## src/owu_pkg.sv

```systemverilog
package owu_pkg;

   localparam int FRAC = 24;
   localparam int DW = 32;
   localparam int AW = 31;

   localparam logic [2:0] MODE_SGD      = 3'd0;
   localparam logic [2:0] MODE_MOMENTUM = 3'd1;
   localparam logic [2:0] MODE_ADAGRAD  = 3'd2;
   localparam logic [2:0] MODE_RMSPROP  = 3'd3;
   localparam logic [2:0] MODE_RMSMOM   = 3'd4;

   localparam logic [2:0] REG_MODE      = 3'd0;
   localparam logic [2:0] REG_LR        = 3'd1;
   localparam logic [2:0] REG_WD        = 3'd2;
   localparam logic [2:0] REG_MF        = 3'd3;
   localparam logic [2:0] REG_SMOOTH    = 3'd4;
   localparam logic [2:0] REG_SCALE     = 3'd5;

   localparam logic [24:0] ONE_Q = 25'd16777216;

   // The radicand r*2^24 is below 2^55; it is padded to an even 56 bits and its
   // root fits in 28 bits.
   localparam int ROOT_W = 28;
   localparam int RAD_W = 2 * ROOT_W;
   // Magnitude of lr*g is below 2^62.
   localparam int MAG_W = 63;
   // Quotient bits produced by the divider; a larger quotient is flagged as overflow.
   localparam int QUO_W = 32;
   localparam int FIFO_DEPTH = 4;

   typedef struct packed {
      logic [2:0]  mode;
      logic [30:0] learn_rate;
      logic [30:0] weight_decay;
      logic [24:0] momentum_factor;
      logic [24:0] smoothing;
      logic [24:0] grad_scale;
   } cfg_type;

   // Item handed from the front part to the back part.
   typedef struct packed {
      logic [2:0]         mode;
      logic signed [31:0] weight;
      logic signed [31:0] grad;
      logic signed [31:0] velocity;
      logic [30:0]        sq_accum;
      logic               last;
   } item_type;

   // Q8.24 product rounded to nearest, ties up: floor((p + half) / 2^24).
   function automatic logic signed [63:0] qround(input logic signed [63:0] p);
      logic signed [63:0] t;
      t = p + 64'sd8388608;
      return t >>> FRAC;
   endfunction

   function automatic logic signed [31:0] sat32(input logic signed [63:0] v);
      if (v > 64'sd2147483647) return 32'sh7fffffff;
      if (v < -64'sd2147483648) return 32'sh80000000;
      return v[31:0];
   endfunction

   function automatic logic [30:0] satu31(input logic signed [63:0] v);
      if (v < 64'sd0) return 31'd0;
      if (v > 64'sd2147483647) return 31'h7fffffff;
      return v[30:0];
   endfunction

endpackage

```

## src/owu_fifo.sv

```systemverilog
module owu_fifo (
   input  logic                 clock,
   input  logic                 reset,
   input  logic                 wr_valid,
   output logic                 wr_ready,
   input  owu_pkg::item_type    wr_item,
   output logic                 rd_valid,
   input  logic                 rd_ready,
   output owu_pkg::item_type    rd_item
);

   localparam int PW = $clog2(owu_pkg::FIFO_DEPTH);
   owu_pkg::item_type mem_ff [owu_pkg::FIFO_DEPTH];
   logic [PW-1:0] wp_ff, rp_ff;
   logic [PW:0] cnt_ff;
   logic push, pop;

   assign wr_ready = cnt_ff != (PW+1)'(owu_pkg::FIFO_DEPTH);
   assign rd_valid = cnt_ff != '0;
   assign rd_item = mem_ff[rp_ff];
   assign push = wr_valid & wr_ready;
   assign pop = rd_valid & rd_ready;

   // Pointers and fill count.
   always_ff @(posedge clock) begin
      if (reset) begin
         wp_ff <= '0;
         rp_ff <= '0;
         cnt_ff <= '0;
      end else begin
         if (push) wp_ff <= wp_ff + 1'b1;
         if (pop) rp_ff <= rp_ff + 1'b1;
         cnt_ff <= cnt_ff + (PW+1)'(push) - (PW+1)'(pop);
      end
   end

   always_ff @(posedge clock) begin
      if (push) mem_ff[wp_ff] <= wr_item;
   end

   assert property (@(posedge clock) disable iff (reset)
      cnt_ff <= (PW+1)'(owu_pkg::FIFO_DEPTH))
      else $error("queue count overflow");
   assert property (@(posedge clock) disable iff (reset)
      (cnt_ff == '0) |-> !pop)
      else $error("pop from empty queue");
   assert property (@(posedge clock) disable iff (reset)
      (push && !pop) |=> cnt_ff == $past(cnt_ff) + 1'b1)
      else $error("push not counted");

endmodule

```

## config.mk

```make
export PLATFORM = sky130hd
export DESIGN_NAME = owu_fifo
export DESIGN_NICKNAME = d
export VERILOG_FILES = /design/src/owu_pkg.sv /design/src/owu_fifo.sv
export SDC_FILE = /design/constraint.sdc
export NUM_CORES = 1
export LEC_CHECK = 0
export ABC_AREA = 1
export CORE_AREA = 4 4 216 218
export DETAILED_ROUTE_END_ITERATION = 8
export DIE_AREA = 0 0 220 222
export DONT_BUFFER_PORTS = 1
export GPL_TIMING_DRIVEN = 1
export PLACE_DENSITY = 0.67
export SETUP_SLACK_MARGIN = 0.4
export SLEW_MARGIN = 20
export SYNTH_ARGS = -nofsm -noshare
export SYNTH_HDL_FRONTEND = slang
export SYNTH_SLANG_ARGS = --single-unit
export TNS_END_PERCENT = 30
```

## constraint.sdc

```tcl
create_clock -name clock -period 10.7 [get_ports clock]
set_input_delay 1.605 -clock clock [delete_from_list [all_inputs] [get_ports clock]]
set_output_delay 1.605 -clock clock [all_outputs]
set_load 0.02 [all_outputs]
```

* After elaboration in Yosys (flattened, before gate mapping)
Memories as Yosys holds them, arrays and structs flattened. A register that Yosys moved wholly into a read port is not among the register bits.
Index checks and enable logic that the tools add are counted.
Widths: inputs -> output; s select.
** Word-level totals
- Bits in registers :: 7
- Latch bits :: 0
- Bits in writable memories :: 524
- Bits in read-only memories :: 0
- Input bits :: 135
- Output and inout bits :: 133
- Logic and storage cells :: 16
- Memories :: 1
** Memory list
- mem_ff :: depth 4, bits a word 131, read ports 1, clocked after memory_dff 1, wr ports 1, RTL line owu_fifo.sv:13 : owu_pkg::item_type mem_ff [owu_pkg::FIFO_DEPTH];
** Cells by class
- Add/subtract/negate cells :: 4
- Multiply operators :: 0
- Div/mod/pow operators :: 0
- $lt $le $gt $ge :: 0
- Eq/ne operators :: 1
- Shifts and indexed selects :: 0
- Muxes and demuxes :: 4
- Bitwise logic cells :: 2
- Reduce and logical (&&, ||, !) cells :: 1
** Operators with widths (count)
- $add 2x1->2 const B :: 2
- $mux 2 :: 2
- $add 3x1->3 :: 1
- $ne 3x3->1 const B :: 1
- $reduce_bool 3->1 :: 1
- $sub 3x1->3 :: 1
- $and 1x1->1 :: 2
- $mux 1 :: 2

* Logic depth before layout (Yosys ltp)
- Word-level depth :: 4
- Gate-level depth with buffers :: 10
- Depth with buffers taken out :: 10

* Least setup slack after synthesis
No wires, ideal clock.
- Path kind :: in2reg
- Start :: in wr_valid
- End :: mem mem_ff[0][0] in the netlist's numbering (enable)
- Setup time :: 0.623 ns
- Arrival time :: 7.177 ns
- Required time :: 10.077 ns
- Setup slack :: 2.899 ns
- Cell stages on the path :: 2
- Buffers on the path :: 0
- Cells stage by stage :: nand2_1 -> nor2_1
** Between the ends
- Longest elaborated chain between the ends :: 3
** RTL lines
- from (decl) :: RTL line owu_fifo.sv:4 : input logic wr_valid,
- $and 1x1->1 :: RTL line owu_fifo.sv:21 : assign push = wr_valid & wr_ready;
- $mux 1 :: RTL line owu_fifo.sv:38 : if (push) mem_ff[wp_ff] <= wr_item;
- $mux 1 (implied by the code) :: RTL line owu_fifo.sv:38
- to (decl) :: RTL line owu_fifo.sv:13
Every way passes these cells.

==> results.sh <==
export IMPL_rows=78
export IMPL_cts_buffer_depth=3
export IMPL_die_height_um=222
export IMPL_synth_seq_cells=533
export IMPL_wire_per_inst_um=21.5
export IMPL_dp_cells=1859
export IMPL_synth_xor_area_frac=0
export IMPL_synth_top_cells_by_area="edfxtp_1 (79%), nor2_1 (5.2%), o21ai_0 (4.8%), o22ai_1 (4.1%), o21ai_1 (1.8%)"
export IMPL_synth_simple_area_share=0.0550
export IMPL_p_switching_mw=1.72
export IMPL_io_buffer_count=0
export IMPL_power_frac_clock=0.319
export IMPL_cts_clk_slew_worst_paths_ps=60
export IMPL_stdcell_count=1955
export IMPL_worstPathRequired_ps=9100
export IMPL_synth_top_cell_area_share=0.792
export IMPL_rsz0062_at_grt="no"
export IMPL_start_util=0.443
export IMPL_cts_tree="built"
export IMPL_final_nets=1457
export IMPL_yosys_warnings=0
export IMPL_ys_types=21
export IMPL_cts_setup_buffers=0
export IMPL_rr_endpoint="mem_ff[2][44]$_DFFE_PP_"
export IMPL_clk_latency_ps=580
export IMPL_multiInputGateArea_mm2=0.00339
export IMPL_endpoint_kind="primary output"
export IMPL_cp_endpoint="rd_item[80]"
export IMPL_min_period_ps=5680
export IMPL_finalWirelength_mm=42.0
export IMPL_postRouteAntennaNets=0
export IMPL_fill_cells=3780
export IMPL_hold_path_class="reg2reg"
export IMPL_slew_viol_final=0
export IMPL_core_mm2=0.0449
export IMPL_crit_type="reg2out"
export IMPL_final_util=0.489
export IMPL_place_worst_setup_slack_ps=5580
export IMPL_seq_power_share=0.478
export IMPL_synth_seq_area_share=0.801
export IMPL_syn_cell_area_mm2=0.0199
export IMPL_cts_buffers=52
export IMPL_area_delta_synth_final_pct=10.4
export IMPL_syn_area_per_cell_um2=14.9
export IMPL_setup_violations=0
export IMPL_synth_top_family_by_area="compound AO/OA/AOI/OAI gates"
export IMPL_clock_root_buffer="clkbuf_16"
export IMPL_dp_hpwl_mm=22.9
export IMPL_tightest_slew_ps=1100
export IMPL_synth_compound_area_frac=0.109
export IMPL_grt_pass1_vias=10500
export IMPL_drive_gt1_frac=0.0672
export IMPL_setup_ws_ps=5020
export IMPL_finalClockSkew_ps=14.1
export IMPL_maxSlewHeadroom=0.268
export IMPL_r2r_start="cnt_ff[1]$_SDFF_PP0_"
export IMPL_p_int_mw=3.78
export IMPL_p_leak_nw=7.00
export IMPL_grt_ovfl_total=0
export IMPL_htree_levels=2
export IMPL_cts_resized=0
export IMPL_netlist_instances=1331
export IMPL_worstRegToRegCells=5
export IMPL_postCtsHoldBufs=0
export IMPL_grt_pass1_wl_mm=62.9
export IMPL_antenna_found_initial=0
export IMPL_setup_tns_ps=0
export IMPL_drc_errors=0
export IMPL_drt_initial_drc_count=831
export IMPL_vdd_drop_max_mv=0.167
export IMPL_stdcell_area_mm2=0.0219
export IMPL_swShare=0.313
export IMPL_combPwrFrac=0.203
export IMPL_fmax_mhz=176
export IMPL_status="completed"
export IMPL_antenna_cells=0
export IMPL_place_area_mm2=0.0202
export IMPL_yosys_area_top_type="edfxtp_1"
export IMPL_finalCritPeriodShare=0.531
export IMPL_cp_max_fo=101
export IMPL_start_kind="flop"
export IMPL_final_cell_mix="edfxtp_1 (524), nor2_1 (271), o21ai_0 (191)"
export IMPL_die_x_um=220
export IMPL_power_density_mw_per_mm2=251
export IMPL_cap_violations=0
export IMPL_arrival_ps=4080
export IMPL_hold_viol_final=0
export IMPL_design_die_area_mm2=0.0488
export IMPL_gp_congestion=0.739
export IMPL_grt_usage=0.168
export IMPL_dr_pass1_iters=5
export IMPL_synth_mux_area_frac=0
export IMPL_grt_max_degree=154
export IMPL_final_seq_area_mm2=0.0159
export IMPL_layout_commonest_cell="edfxtp_1"
export IMPL_cts_sinks=533
export IMPL_synthAdderAreaFrac=0.00478
export IMPL_synth_nets=1473
export IMPL_vias=10900
export IMPL_r2r_slack_ps=7430
export IMPL_ios=268
export IMPL_drt_vias_per_instance=5.55
final cells by class:
| type | instances | area share |
|---|---|---|
| Inverter | 16 | 0.00319 |
| Timing Repair Buffer | 15 | 0.00747 |
| Clock buffer | 66 | 0.0627 |
| Multi-Input combinational cell | 697 | 0.154 |
| Clock inverter | 28 | 0.0119 |
| Sequential cell | 533 | 0.726 |
| Tap cell | 600 | 0.0342 |
synthesized netlist by cell type:
cell and instances:
nand3_1 3, nor2_1 275, fa_1 1, nand2_1 12, clkbuf_1 29, o21ai_0 191
buf_2 28, a21boi_0 2, buf_6 21, buf_4 2, dfxtp_1 9, o22ai_1 131
o21ai_1 72, a21oi_1 4, edfxtp_1 524, buf_8 1, inv_2 1, inv_1 14
clkbuf_2 4, ha_1 6, inv_6 1
metrics by stage:
stage	hold WS, ps	power [mW]
global placement	461	3.78
CTS	498	5.56
floorplan	448	3.60
global route	554	5.76
detailed placement	479	3.81
finish	497	5.50
power by group through the flow:
stage          clock, mW  combinational [mW]  sequential (mW)
2_1_floorplan          0               0.932             2.67
3_3_place_gp           0                1.11             2.67
3_5_place_dp           0                1.13             2.67
4_1_cts             1.80                1.14             2.63
5_1_grt             1.89                1.22             2.65
6_report            1.75                1.12             2.63
state kept, by name, summed over array words and instances, names as in the netlist, named ones only:
name	flops
cnt_ff	3
mem_ff	524
rp_ff	2
wp_ff	2
cell families (layout without fill, tap and decap cells):
group	Yosys count	in the layout
simple gates	290	290
compound gates	400	400
fa+ha+maj	7	7
flops	533	533
buf+inv	101	125
worst min path at each step:
stage / from / endpoint / slack (ps) / depth (start not counted)
global placement: rp_ff[0]$_SDFFE_PP0P_ / rp_ff[0]$_SDFFE_PP0P_ / 460 / 2
global route: rp_ff[0]$_SDFFE_PP0P_ / flop / 550 / 2
CTS: rp_ff[0]$_SDFFE_PP0P_ / rp_ff[0]$_SDFFE_PP0P_ / 500 / 2
floorplan: rp_ff[0]$_SDFFE_PP0P_ / flop / 450 / 2
detailed placement: rp_ff[0]$_SDFFE_PP0P_ / rp_ff[0]$_SDFFE_PP0P_ / 480 / 2
finish: rp_ff[0]$_SDFFE_PP0P_ / rp_ff[0]$_SDFFE_PP0P_ / 500 / 2
critical path: stages, from the launching register on:
cell and delay (ps):
dfxtp_4 920, buf_4 920, buf_4 750, o21ai_0 200, o22ai_1 590
layer usage:
layer / track usage / wire length [um] / vias to the layer above
li1: - / - / 4990
met1: 0.206 / 16200 / 5398
met2: 0.265 / 19900 / 400
met3: 0.0770 / 4880 / 62
met4: 0.0585 / 1040 / 0
met5: 0 / 0 / -
Note: power is estimated with default switching activity, not from simulation.
